### src/sv/lrast_pkg.sv
`timescale 1ns / 1ps
`default_nettype none
// ============================================================================
// lrast_pkg
// Shared types and constants of the line rasterizer: field widths,
// configuration register indexes, action codes and reset values.
// ============================================================================
package lrast_pkg;

    localparam int PIX_W       = 16;
    localparam int CFG_W       = 15;
    localparam int CFG_IDX_W   = 1;
    localparam int QUEUE_DEPTH = 2;

    localparam logic [CFG_W-1:0] SCREEN_WIDTH_RST  = CFG_W'(624);
    localparam logic [CFG_W-1:0] SCREEN_HEIGHT_RST = CFG_W'(320);

    localparam logic ACTION_START   = 1'b0;
    localparam logic ACTION_ADVANCE = 1'b1;

    typedef enum logic [CFG_IDX_W-1:0] {
        REG_SCREEN_WIDTH  = 1'b0,
        REG_SCREEN_HEIGHT = 1'b1
    } cfg_reg_t;

    typedef struct packed {
        logic [CFG_W-1:0] width;
        logic [CFG_W-1:0] height;
    } screen_t;

endpackage
`default_nettype wire

### src/sv/lrast_cmd_if.sv
`timescale 1ns / 1ps
`default_nettype none
// ============================================================================
// lrast_cmd_if
// Command channel: start a line from two endpoints or ask for the next pixel.
// ============================================================================
interface lrast_cmd_if;
    import lrast_pkg::*;

    logic                    valid;
    logic                    ready;
    logic                    action;
    logic signed [PIX_W-1:0] start_x;
    logic signed [PIX_W-1:0] start_y;
    logic signed [PIX_W-1:0] end_x;
    logic signed [PIX_W-1:0] end_y;

    modport source (
        output valid, action, start_x, start_y, end_x, end_y,
        input  ready
    );

    modport sink (
        input  valid, action, start_x, start_y, end_x, end_y,
        output ready
    );
endinterface
`default_nettype wire

### src/sv/lrast_pix_if.sv
`timescale 1ns / 1ps
`default_nettype none
// ============================================================================
// lrast_pix_if
// Pixel channel: one pixel of the line with its bounds flags.
// ============================================================================
interface lrast_pix_if;
    import lrast_pkg::*;

    logic                    valid;
    logic                    ready;
    logic signed [PIX_W-1:0] pixel_x;
    logic signed [PIX_W-1:0] pixel_y;
    logic                    pixel_inside;
    logic                    all_inside;
    logic                    last_pixel;

    modport source (
        output valid, pixel_x, pixel_y, pixel_inside, all_inside, last_pixel,
        input  ready
    );

    modport sink (
        input  valid, pixel_x, pixel_y, pixel_inside, all_inside, last_pixel,
        output ready
    );
endinterface
`default_nettype wire

### src/sv/lrast_queue.sv
`timescale 1ns / 1ps
`default_nettype none
// ============================================================================
// lrast_queue
// Short first-in first-out queue of decoded words between front and back.
// ============================================================================
module lrast_queue #(
    parameter int WIDTH = 85
) (
    input  wire logic             clk,
    input  wire logic             rst_n,
    input  wire logic             push_valid,
    output logic                  push_ready,
    input  wire logic [WIDTH-1:0] push_data,
    output logic                  pop_valid,
    input  wire logic             pop_ready,
    output logic      [WIDTH-1:0] pop_data
);
    import lrast_pkg::*;

    localparam int PTR_W = (QUEUE_DEPTH > 1) ? $clog2(QUEUE_DEPTH) : 1;
    localparam int CNT_W = PTR_W + 1;

    logic [WIDTH-1:0] mem_reg [QUEUE_DEPTH];
    logic [PTR_W-1:0] wr_ptr_reg, wr_ptr_next;
    logic [PTR_W-1:0] rd_ptr_reg, rd_ptr_next;
    logic [CNT_W-1:0] count_reg, count_next;
    logic             do_push;
    logic             do_pop;

    assign push_ready = (count_reg != CNT_W'(QUEUE_DEPTH));
    assign pop_valid  = (count_reg != '0);
    assign pop_data   = mem_reg[rd_ptr_reg];
    assign do_push    = push_valid && push_ready;
    assign do_pop     = pop_valid && pop_ready;

    always_comb
    begin
        wr_ptr_next = wr_ptr_reg;
        rd_ptr_next = rd_ptr_reg;
        count_next  = count_reg;
        if (do_push)
        begin
            wr_ptr_next = (wr_ptr_reg == PTR_W'(QUEUE_DEPTH - 1)) ? '0 : wr_ptr_reg + 1'b1;
        end
        if (do_pop)
        begin
            rd_ptr_next = (rd_ptr_reg == PTR_W'(QUEUE_DEPTH - 1)) ? '0 : rd_ptr_reg + 1'b1;
        end
        if (do_push && !do_pop)
        begin
            count_next = count_reg + 1'b1;
        end
        else if (do_pop && !do_push)
        begin
            count_next = count_reg - 1'b1;
        end
    end

    always_ff @(posedge clk or negedge rst_n)
    begin
        if (!rst_n)
        begin
            wr_ptr_reg <= '0;
            rd_ptr_reg <= '0;
            count_reg  <= '0;
        end
        else
        begin
            wr_ptr_reg <= wr_ptr_next;
            rd_ptr_reg <= rd_ptr_next;
            count_reg  <= count_next;
        end
    end

    always_ff @(posedge clk)
    begin
        if (do_push)
        begin
            mem_reg[wr_ptr_reg] <= push_data;
        end
    end

endmodule
`default_nettype wire

### src/sv/lrast_front.sv
`timescale 1ns / 1ps
`default_nettype none
// ============================================================================
// lrast_front
// Command front end: takes command words, picks the major axis, orders the
// endpoints and packs the line setup into a queue word.
// ============================================================================
module lrast_front #(
    parameter  int COORD_BITS = 16,
    localparam int ENTRY_W    = 5 * COORD_BITS + 5
) (
    input  wire logic               clk,
    input  wire logic               rst_n,
    lrast_cmd_if.sink               cmd,
    output logic                    push_valid,
    input  wire logic               push_ready,
    output logic      [ENTRY_W-1:0] push_data
);
    import lrast_pkg::*;

    localparam int C = COORD_BITS;

    logic                s1_valid_reg, s1_valid_next;
    logic                s1_load;
    logic                action_reg;
    logic signed [C-1:0] sx_reg, sy_reg, ex_reg, ey_reg;
    logic signed [C:0]   dx_reg, dy_reg;

    logic signed [C-1:0] sx_in, sy_in, ex_in, ey_in;
    logic signed [C:0]   dx_in, dy_in;

    logic        [C:0]   adx, ady;
    logic                maj_x;
    logic signed [C:0]   dma, dmi, dmi_dir;
    logic signed [C-1:0] sma, ema, smi, emi;
    logic                swap;
    logic signed [C-1:0] major_origin, major_stop, minor_origin;
    logic        [C-1:0] major_span;
    logic signed [C+1:0] minor_span;
    logic                round_up;

    assign sx_in = C'($unsigned(cmd.start_x));
    assign sy_in = C'($unsigned(cmd.start_y));
    assign ex_in = C'($unsigned(cmd.end_x));
    assign ey_in = C'($unsigned(cmd.end_y));
    assign dx_in = (C+1)'(ex_in) - (C+1)'(sx_in);
    assign dy_in = (C+1)'(ey_in) - (C+1)'(sy_in);

    assign s1_load   = !s1_valid_reg || push_ready;
    assign cmd.ready = s1_load;

    always_comb
    begin
        s1_valid_next = s1_valid_reg;
        if (s1_load)
        begin
            s1_valid_next = cmd.valid;
        end
    end

    always_ff @(posedge clk or negedge rst_n)
    begin
        if (!rst_n)
        begin
            s1_valid_reg <= 1'b0;
        end
        else
        begin
            s1_valid_reg <= s1_valid_next;
        end
    end

    always_ff @(posedge clk)
    begin
        if (s1_load && cmd.valid)
        begin
            action_reg <= cmd.action;
            sx_reg     <= sx_in;
            sy_reg     <= sy_in;
            ex_reg     <= ex_in;
            ey_reg     <= ey_in;
            dx_reg     <= dx_in;
            dy_reg     <= dy_in;
        end
    end

    always_comb
    begin
        adx          = dx_reg[C] ? $unsigned(-dx_reg) : $unsigned(dx_reg);
        ady          = dy_reg[C] ? $unsigned(-dy_reg) : $unsigned(dy_reg);
        maj_x        = (dx_reg != '0) && (ady <= adx);
        dma          = maj_x ? dx_reg : dy_reg;
        dmi          = maj_x ? dy_reg : dx_reg;
        sma          = maj_x ? sx_reg : sy_reg;
        ema          = maj_x ? ex_reg : ey_reg;
        smi          = maj_x ? sy_reg : sx_reg;
        emi          = maj_x ? ey_reg : ex_reg;
        swap         = dma[C];
        major_origin = swap ? ema : sma;
        major_stop   = swap ? sma : ema;
        minor_origin = swap ? emi : smi;
        major_span   = C'(maj_x ? adx : ady);
        dmi_dir      = swap ? -dmi : dmi;
        minor_span   = {dmi_dir, 1'b0};
        round_up     = !dmi_dir[C] && (dmi_dir != '0);
    end

    assign push_valid = s1_valid_reg;
    assign push_data  = {action_reg, maj_x, major_origin, major_stop, minor_origin,
                         major_span, minor_span, round_up};

endmodule
`default_nettype wire

### src/sv/lrast_back.sv
`timescale 1ns / 1ps
`default_nettype none
// ============================================================================
// lrast_back
// Pixel stepper: holds the active line, walks the major axis one pixel per
// word with an incremental quotient and remainder on the minor axis, and
// registers each pixel with its bounds flags.
// ============================================================================
module lrast_back #(
    parameter  int COORD_BITS = 16,
    localparam int ENTRY_W    = 5 * COORD_BITS + 5
) (
    input  wire logic               clk,
    input  wire logic               rst_n,
    input  wire lrast_pkg::screen_t screen,
    input  wire logic               pop_valid,
    output logic                    pop_ready,
    input  wire logic [ENTRY_W-1:0] pop_data,
    lrast_pix_if.source             pixel
);
    import lrast_pkg::*;

    localparam int C     = COORD_BITS;
    localparam int CMP_W = (C + 2 > CFG_W) ? C + 2 : CFG_W;

    logic                e_action;
    logic                e_maj_x;
    logic signed [C-1:0] e_major_origin, e_major_stop, e_minor_origin;
    logic        [C-1:0] e_major_span;
    logic signed [C+1:0] e_minor_span;
    logic                e_round_up;

    logic                active_reg, active_next;
    logic                maj_x_reg, maj_x_next;
    logic signed [C-1:0] major_pos_reg, major_pos_next;
    logic signed [C-1:0] major_stop_reg, major_stop_next;
    logic signed [C-1:0] minor_origin_reg, minor_origin_next;
    logic        [C-1:0] major_span_reg, major_span_next;
    logic signed [C+1:0] minor_span_reg, minor_span_next;
    logic                inside_so_far_reg, inside_so_far_next;
    logic signed [C:0]   quot_reg, quot_next;
    logic        [C:0]   rem_reg, rem_next;

    logic                out_valid_reg, out_valid_next;
    logic [PIX_W-1:0]    px_reg, px_next;
    logic [PIX_W-1:0]    py_reg, py_next;
    logic                pix_inside_reg, pix_inside_next;
    logic                all_inside_reg, all_inside_next;
    logic                last_reg, last_next;

    logic                out_free;
    logic                do_pop;
    logic                do_start;
    logic                do_step;
    logic                inc;
    logic signed [C+1:0] minor, major_ext, px, py;
    logic                in_bounds;
    logic                last;
    logic signed [C+2:0] rem_ext, span_ext, den_ext, rem_sum, rem_hi, rem_lo;

    assign {e_action, e_maj_x, e_major_origin, e_major_stop, e_minor_origin,
            e_major_span, e_minor_span, e_round_up} = pop_data;

    assign out_free  = !out_valid_reg || pixel.ready;
    assign pop_ready = (e_action == ACTION_START) || !active_reg || out_free;
    assign do_pop    = pop_valid && pop_ready;
    assign do_start  = do_pop && (e_action == ACTION_START);
    assign do_step   = do_pop && (e_action == ACTION_ADVANCE) && active_reg;

    always_comb
    begin
        inc       = minor_span_reg[C+1] && (rem_reg != '0);
        minor     = (C+2)'(minor_origin_reg) + (C+2)'(quot_reg) + {{(C+1){1'b0}}, inc};
        major_ext = (C+2)'(major_pos_reg);
        px        = maj_x_reg ? major_ext : minor;
        py        = maj_x_reg ? minor : major_ext;
        in_bounds = !px[C+1] && !py[C+1]
                    && (CMP_W'($unsigned(px)) < CMP_W'(screen.width))
                    && (CMP_W'($unsigned(py)) < CMP_W'(screen.height));
        last      = (major_pos_reg == major_stop_reg);
        rem_ext   = $signed({2'b00, rem_reg});
        span_ext  = (C+3)'(minor_span_reg);
        den_ext   = $signed({2'b00, major_span_reg, 1'b0});
        rem_sum   = rem_ext + span_ext;
        rem_hi    = rem_sum - den_ext;
        rem_lo    = rem_sum + den_ext;
    end

    always_comb
    begin
        active_next        = active_reg;
        maj_x_next         = maj_x_reg;
        major_pos_next     = major_pos_reg;
        major_stop_next    = major_stop_reg;
        minor_origin_next  = minor_origin_reg;
        major_span_next    = major_span_reg;
        minor_span_next    = minor_span_reg;
        inside_so_far_next = inside_so_far_reg;
        quot_next          = quot_reg;
        rem_next           = rem_reg;

        if (do_start)
        begin
            active_next        = 1'b1;
            maj_x_next         = e_maj_x;
            major_pos_next     = e_major_origin;
            major_stop_next    = e_major_stop;
            minor_origin_next  = e_minor_origin;
            major_span_next    = e_major_span;
            minor_span_next    = e_minor_span;
            inside_so_far_next = 1'b1;
            quot_next          = '0;
            rem_next           = e_round_up ? {1'b0, e_major_span} : '0;
        end
        else if (do_step)
        begin
            inside_so_far_next = inside_so_far_reg && in_bounds;
            if (last)
            begin
                active_next = 1'b0;
            end
            else
            begin
                major_pos_next = major_pos_reg + 1'b1;
                if (!rem_hi[C+2])
                begin
                    rem_next  = (C+1)'(rem_hi);
                    quot_next = quot_reg + 1'b1;
                end
                else if (rem_sum[C+2])
                begin
                    rem_next  = (C+1)'(rem_lo);
                    quot_next = quot_reg - 1'b1;
                end
                else
                begin
                    rem_next = (C+1)'(rem_sum);
                end
            end
        end
    end

    always_comb
    begin
        out_valid_next  = out_valid_reg;
        px_next         = px_reg;
        py_next         = py_reg;
        pix_inside_next = pix_inside_reg;
        all_inside_next = all_inside_reg;
        last_next       = last_reg;
        if (do_step)
        begin
            out_valid_next  = 1'b1;
            px_next         = PIX_W'(px);
            py_next         = PIX_W'(py);
            pix_inside_next = in_bounds;
            all_inside_next = inside_so_far_reg && in_bounds;
            last_next       = last;
        end
        else if (pixel.ready)
        begin
            out_valid_next = 1'b0;
        end
    end

    always_ff @(posedge clk or negedge rst_n)
    begin
        if (!rst_n)
        begin
            active_reg        <= 1'b0;
            maj_x_reg         <= 1'b0;
            major_pos_reg     <= '0;
            major_stop_reg    <= '0;
            minor_origin_reg  <= '0;
            major_span_reg    <= '0;
            minor_span_reg    <= '0;
            inside_so_far_reg <= 1'b1;
            quot_reg          <= '0;
            rem_reg           <= '0;
            out_valid_reg     <= 1'b0;
        end
        else
        begin
            active_reg        <= active_next;
            maj_x_reg         <= maj_x_next;
            major_pos_reg     <= major_pos_next;
            major_stop_reg    <= major_stop_next;
            minor_origin_reg  <= minor_origin_next;
            major_span_reg    <= major_span_next;
            minor_span_reg    <= minor_span_next;
            inside_so_far_reg <= inside_so_far_next;
            quot_reg          <= quot_next;
            rem_reg           <= rem_next;
            out_valid_reg     <= out_valid_next;
        end
    end

    always_ff @(posedge clk)
    begin
        px_reg         <= px_next;
        py_reg         <= py_next;
        pix_inside_reg <= pix_inside_next;
        all_inside_reg <= all_inside_next;
        last_reg       <= last_next;
    end

    assign pixel.valid        = out_valid_reg;
    assign pixel.pixel_x      = px_reg;
    assign pixel.pixel_y      = py_reg;
    assign pixel.pixel_inside = pix_inside_reg;
    assign pixel.all_inside   = all_inside_reg;
    assign pixel.last_pixel   = last_reg;

endmodule
`default_nettype wire

### src/sv/line_rasterizer_top.sv
`timescale 1ns / 1ps
`default_nettype none
// ============================================================================
// line_rasterizer_top
// Line rasterizer: a start word loads two endpoints, each advance word
// returns the next pixel of the line with its bounds flags.
// ============================================================================
//  channel  | dir | words
//  ---------+-----+-------------------------------------------------------
//  cmd      | in  | action, start_x, start_y, end_x, end_y
//  pixel    | out | pixel_x, pixel_y, pixel_inside, all_inside, last_pixel
//  cfg      | in  | cfg_wr_en, cfg_index, cfg_data (screen_width, height)
//
//  One command word per cycle is sustained while the queue takes words; an
//  advance word reaches the pixel output through the front register, then
//  the queue and the pixel register.
//  The stepper updates quotient and remainder once per cycle unless stalled.
//  Reset clears all control state at once; no clearing pass.
//  A two-word queue between front and stepper absorbs pixel stalls.
// ============================================================================
module line_rasterizer_top #(
    parameter int COORD_BITS = 16
) (
    input  wire logic                            clk,
    input  wire logic                            rst_n,
    lrast_cmd_if.sink                            cmd,
    lrast_pix_if.source                          pixel,
    input  wire logic                            cfg_wr_en,
    input  wire logic [lrast_pkg::CFG_IDX_W-1:0] cfg_index,
    input  wire logic [lrast_pkg::CFG_W-1:0]     cfg_data
);
    import lrast_pkg::*;

    localparam int ENTRY_W = 5 * COORD_BITS + 5;

    screen_t            screen_reg, screen_next;
    logic               push_valid;
    logic               push_ready;
    logic [ENTRY_W-1:0] push_data;
    logic               pop_valid;
    logic               pop_ready;
    logic [ENTRY_W-1:0] pop_data;

    always_comb
    begin
        screen_next = screen_reg;
        if (cfg_wr_en)
        begin
            unique case (cfg_reg_t'(cfg_index))
                REG_SCREEN_WIDTH:  screen_next.width  = cfg_data;
                REG_SCREEN_HEIGHT: screen_next.height = cfg_data;
                default:           screen_next        = screen_reg;
            endcase
        end
    end

    always_ff @(posedge clk or negedge rst_n)
    begin
        if (!rst_n)
        begin
            screen_reg.width  <= SCREEN_WIDTH_RST;
            screen_reg.height <= SCREEN_HEIGHT_RST;
        end
        else
        begin
            screen_reg <= screen_next;
        end
    end

    lrast_front #(
        .COORD_BITS (COORD_BITS)
    ) u_front (
        .clk        (clk),
        .rst_n      (rst_n),
        .cmd        (cmd),
        .push_valid (push_valid),
        .push_ready (push_ready),
        .push_data  (push_data)
    );

    lrast_queue #(
        .WIDTH (ENTRY_W)
    ) u_queue (
        .clk        (clk),
        .rst_n      (rst_n),
        .push_valid (push_valid),
        .push_ready (push_ready),
        .push_data  (push_data),
        .pop_valid  (pop_valid),
        .pop_ready  (pop_ready),
        .pop_data   (pop_data)
    );

    lrast_back #(
        .COORD_BITS (COORD_BITS)
    ) u_back (
        .clk       (clk),
        .rst_n     (rst_n),
        .screen    (screen_reg),
        .pop_valid (pop_valid),
        .pop_ready (pop_ready),
        .pop_data  (pop_data),
        .pixel     (pixel)
    );

endmodule
`default_nettype wire
### src/flat_wrapper.sv
// flat-port wrapper written by rule: the top's interface ports become plain ports
module line_rasterizer_top_flat import lrast_pkg::*;
#(
    parameter int COORD_BITS = 16
)
  (clk, rst_n, cfg_wr_en, cfg_index, cfg_data, cmd_valid, cmd_action, cmd_start_x, cmd_start_y, cmd_end_x, cmd_end_y, cmd_ready, pixel_valid, pixel_pixel_x, pixel_pixel_y, pixel_pixel_inside, pixel_all_inside, pixel_last_pixel, pixel_ready);
  lrast_cmd_if cmd_i ();
  lrast_pix_if pixel_i ();
  input  wire logic clk;
  input  wire logic rst_n;
  input  wire logic cfg_wr_en;
  input  wire logic [lrast_pkg::CFG_IDX_W-1:0] cfg_index;
  input  wire logic [lrast_pkg::CFG_W-1:0] cfg_data;
  input wire logic [$bits(cmd_i.valid)-1:0] cmd_valid;
  input wire logic [$bits(cmd_i.action)-1:0] cmd_action;
  input wire logic [$bits(cmd_i.start_x)-1:0] cmd_start_x;
  input wire logic [$bits(cmd_i.start_y)-1:0] cmd_start_y;
  input wire logic [$bits(cmd_i.end_x)-1:0] cmd_end_x;
  input wire logic [$bits(cmd_i.end_y)-1:0] cmd_end_y;
  output wire logic [$bits(cmd_i.ready)-1:0] cmd_ready;
  output wire logic [$bits(pixel_i.valid)-1:0] pixel_valid;
  output wire logic [$bits(pixel_i.pixel_x)-1:0] pixel_pixel_x;
  output wire logic [$bits(pixel_i.pixel_y)-1:0] pixel_pixel_y;
  output wire logic [$bits(pixel_i.pixel_inside)-1:0] pixel_pixel_inside;
  output wire logic [$bits(pixel_i.all_inside)-1:0] pixel_all_inside;
  output wire logic [$bits(pixel_i.last_pixel)-1:0] pixel_last_pixel;
  input wire logic [$bits(pixel_i.ready)-1:0] pixel_ready;
  assign cmd_i.valid = cmd_valid;
  assign cmd_i.action = cmd_action;
  assign cmd_i.start_x = cmd_start_x;
  assign cmd_i.start_y = cmd_start_y;
  assign cmd_i.end_x = cmd_end_x;
  assign cmd_i.end_y = cmd_end_y;
  assign cmd_ready = cmd_i.ready;
  assign pixel_valid = pixel_i.valid;
  assign pixel_pixel_x = pixel_i.pixel_x;
  assign pixel_pixel_y = pixel_i.pixel_y;
  assign pixel_pixel_inside = pixel_i.pixel_inside;
  assign pixel_all_inside = pixel_i.all_inside;
  assign pixel_last_pixel = pixel_i.last_pixel;
  assign pixel_i.ready = pixel_ready;
  line_rasterizer_top #(.COORD_BITS(COORD_BITS)) u_core (.clk(clk), .rst_n(rst_n), .cmd(cmd_i), .pixel(pixel_i), .cfg_wr_en(cfg_wr_en), .cfg_index(cfg_index), .cfg_data(cfg_data));
endmodule
### config.mk
export PLATFORM = sky130hd
export DESIGN_NAME = line_rasterizer_top_flat
export DESIGN_NICKNAME = d
export VERILOG_FILES = /design/src/sv/lrast_pkg.sv /design/src/sv/lrast_cmd_if.sv /design/src/sv/lrast_pix_if.sv /design/src/sv/lrast_queue.sv /design/src/sv/lrast_front.sv /design/src/sv/lrast_back.sv /design/src/sv/line_rasterizer_top.sv /design/src/flat_wrapper.sv
export SDC_FILE = /design/constraint.sdc
export NUM_CORES = 1
export LEC_CHECK = 0
export ABC_AREA = 1
export ABC_CLOCK_PERIOD_IN_PS = 10900
export BUFFER_PORTS_ARGS = -buffer_cell sky130_fd_sc_hd__clkbuf_2
export CAP_MARGIN = 25
export CORE_MARGIN = 1
export CORE_UTILIZATION = 28
export DETAILED_ROUTE_END_ITERATION = 10
export PLACE_DENSITY = 0.41
export SYNTH_ARGS = -nofsm -noshare
export SYNTH_HDL_FRONTEND = slang
export SYNTH_SLANG_ARGS = --single-unit
### constraint.sdc
create_clock -name clk -period 10.9 [get_ports clk]
set_clock_uncertainty 0.1 [all_clocks]
set_input_delay 1.09 -clock clk [delete_from_list [all_inputs] [get_ports clk]]
set_output_delay 1.09 -clock clk [all_outputs]
set_load 0.02 [all_outputs]
==> metrics list <==
- Post-synthesis instance total: 2884
* Maximum fanout count along the critical path: 40
- For the worst setup path, the data arrival time is 7.50 ns.
- Cell area after technology mapping: 25930 sq um
- First-pass GRT wire length: 115100 microns
* Tightest Hold Check Type: in2async
- Global routing used 15.90% of the available tracks across all layers.
- The number of cells on the worst reg-to-reg path is 30.
- Final Hold Vio Count: 0
- Using the TritonRoute via totals, the vias-per-cell ratio works out to 4.678.
- I/O Buffers: 122
* Post-Place Worst Slack: 3.861 ns
- Entering global routing, the biggest net connects 82 pins.
- Counting along the longest clock path gives a buffer depth of 3.
* Cell taking the most area after synthesis: edfxtp_1
- For this run the aggregate overflow at the end of global routing stands at 0.
* Synth top area share: 34.97%
- Net count after synthesis: 3139
- Setup repair bufs after CTS: 0
* Slew of the pin with the lowest slew margin: 1.021 ns
* Clk sinks: 456
- Setup repair after global routing left no endpoint under its margin.
- TritonCTS created 56 clock buffers.
- Startpoint type of the worst setup path: register
- Upper clock frequency limit: 140.2 MHz
- The tool flagged a number of max-cap violations equal to 0.
- Total DRC errors in the routed layout: 0
- Number of nets at the end of the flow: 3233
- Setup-failing EPs final: 0
* Sequential cell area fraction in the yosys report: 49.86%
- Remaining max-slew budget at the tightest pin: 31.96%
- Starting utilization of the core area: 28.29%
* YS warnings: 0
* Pre-Repair DR Iteration Count: 7
- The critical path is of the reg2reg type.
* Outcome: complete, no violations
* Required time of the critical path: 11.27 ns
- Clock slew at reported path FFs: 0.06 ns
* Number of top-level pins: 123
* Count of nets left with antenna violations after detail routing: 0
- Final worst path period need: 7.132 ns
- Quantity of hold-fixing buffers added after cts: 0
* Ant diodes: 0
* Fraction of layout instances using a drive strength above 1: 10.28%
- The floorplan step set the die width to 306.3 microns.
- The final layout contains routed wiring with a total length of 75150 microns.
- In the final routed layout, each cell accounts on average for 17.84 microns.
- Syn-to-layout area delta: 14.27%
* Fin Setup TNS: 0 ns
- In this design, the critical path's most frequently occurring cell is o21ai_0.
- The initial antenna violation count was 0.
* Register bit total from synthesis: 456
* Launch point of the worst reg-to-reg path: u_core.u_back.rem_reg[1]
- The tree is rooted in a clkbuf_16.
- A synthesized cell averages 8.992 sq um.
- For this run, asynchronously set or reset flops after synthesis account for 33.77%.
- Once the clock tree was built, the resizer swapped 0 gates to a different size.
- Among all flip-flop cells after synthesis, the most frequent one is edfxtp_1.
* Crit path largest cell delay: 0.44 ns
* Synth top area cells: edfxtp_1, dfrtp_1, nand2_1, ha_1, o21ai_0
- Category of the worst setup path capture point: register
- Die Area: 93840 sq um
- Skew-Pair Late Insertion Delay: 0.63 ns
- After layout, the worst setup slack is 3.768 ns.
- Critical Path Slowest Stage Cell: o31ai_1
- Floorplan die height: 306.3 microns
- Number of H-tree levels: 2
- At the end of routability-driven placement, the weighted congestion stood at 0.8580.
* Final max-slew violation count: 0
- Number of enable-type register cells in the synthesized netlist: 302
* Placement Rows: 111
* Max reg flops: 168
- Across all layers, the routed design uses 19.70k vias.
- Yosys cell types: 59
- The detailed router finished its first iteration with 1165 violations.
- TritonCTS built the clock tree.
- The number of global-route vias before repair is 19.27k.
- Once detailed placement completed, the half-perimeter wirelength came to 56200 microns.
* CP startpoint: u_core.u_back.rem_reg[1]
- After layout, the worst path uses 65.43% of the clock period.
- The core region is 91660 sq um.
-- path summary, 6_finish.rpt --
check / endpoint / slack (ns)
min in group clk: u_core.screen_reg[23] / 0.39
setup / recovery: u_core.u_back.quot_reg[13] / 3.77
max in group asynchronous: u_core.u_back.major_pos_reg[12] / 9.09
hold / removal: u_core.u_queue.count_reg[1] / 0.34
hold reg to reg: u_core.screen_reg[23] / 0.39
setup reg to reg: u_core.u_back.quot_reg[13] / 3.77
-- cell type report --
class / count / area (sq um)
clock inverters: 31 / 359.1
repair buffers: 143 / 778.2
fillers: 9527 / 62030
flip-flops and latches: 456 / 12930
well taps: 1186 / 1484
clock buffers: 75 / 1523
multi-input cells: 1978 / 11270
inverters: 343 / 1291
-- metrics by stage --
step	instance area, sq um	hold slack [ns]	util (%)	std cells
after floorplan	25930	0.3215	-	2884
after global placement	27740	0.3675	30.26	4105
after detailed placement	27750	0.3736	30.28	4106
after CTS	29630	0.3556	32.33	4212
after global routing	29630	0.3776	32.33	4212
final	29630	0.3391	32.33	4212
-- cells in the mapped netlist (6+ instances only) --
| cell | instances |
|---|---|
| a211oi_1 | 6 |
| a21boi_0 | 7 |
| a21o_1 | 7 |
| a21oi_1 | 127 |
| a31oi_1 | 16 |
| buf_1 | 6 |
| buf_2 | 11 |
| clkbuf_1 | 82 |
| dfrtp_1 | 147 |
| dfstp_2 | 7 |
| edfxtp_1 | 302 |
| fa_1 | 8 |
| ha_1 | 161 |
| inv_1 | 330 |
| inv_2 | 10 |
| nand2_1 | 666 |
| nand2_2 | 14 |
| nand3_1 | 101 |
| nand3b_1 | 6 |
| nand4_1 | 26 |
| nor2_1 | 213 |
| nor2_2 | 6 |
| nor3_1 | 24 |
| nor4_1 | 9 |
| o211ai_1 | 43 |
| o21ai_0 | 281 |
| o21ai_1 | 8 |
| o31ai_1 | 58 |
| or2_2 | 18 |
| xnor2_1 | 29 |
| xor2_1 | 102 |
-- critical path: cells and delay by family (launching register included) --
kind | cells | cell delay, ns
AOI/OAI and AO/OA | 14 | 3.14
xor gates and xnor gates | 2 | 0.46
adders and majority gates | 4 | 1.38
buffers and inverters | 2 | 0.34
DFF | 1 | 0.38
and+or+nand+nor | 8 | 1.13
-- cells in the final DEF, fill, tap and decap left out, types with 43 or more instances in the layout --
cell and instances:
ha_1 161, a21oi_1 127, edfxtp_1 302, xor2_1 102, inv_1 329, nand2_1 665, nor2_1 210, dfrtp_1 146
o21ai_0 281, nand3_1 101, o31ai_1 58, clkbuf_16 56, clkbuf_2 121, o211ai_1 43
-- routing by layer --
layer / vias up / global-route usage, % / wire (microns)
met4: 0 / 5.547 / 2314
li1: 9909 / - / -
met3: 98 / 2.115 / 2863
met2: 391 / 24.05 / 32050
met5: - / 0 / 0
met1: 9304 / 23.12 / 37930
-- logic make-up (layout without fill, tap and decap cells) --
kind of cell / count (synthesis) / in the layout / synth area share [%]
AND/OR/NAND/NOR: 1098 / 1098 / 17.67
AO/OA/AOI/OAI: 575 / 575 / 12.64
flip-flops: 456 / 456 / 49.86
buffers and inverters: 450 / 592 / 6.803
adder cells (fa/ha/maj): 169 / 169 / 8.386
XOR/XNOR: 132 / 132 / 4.487
multiplexers: 4 / 4 / 0.1544
Power is left out: the tool's default activity adds up to more than one toggle a clock period on the data nets, which glitch-free logic cannot reach.
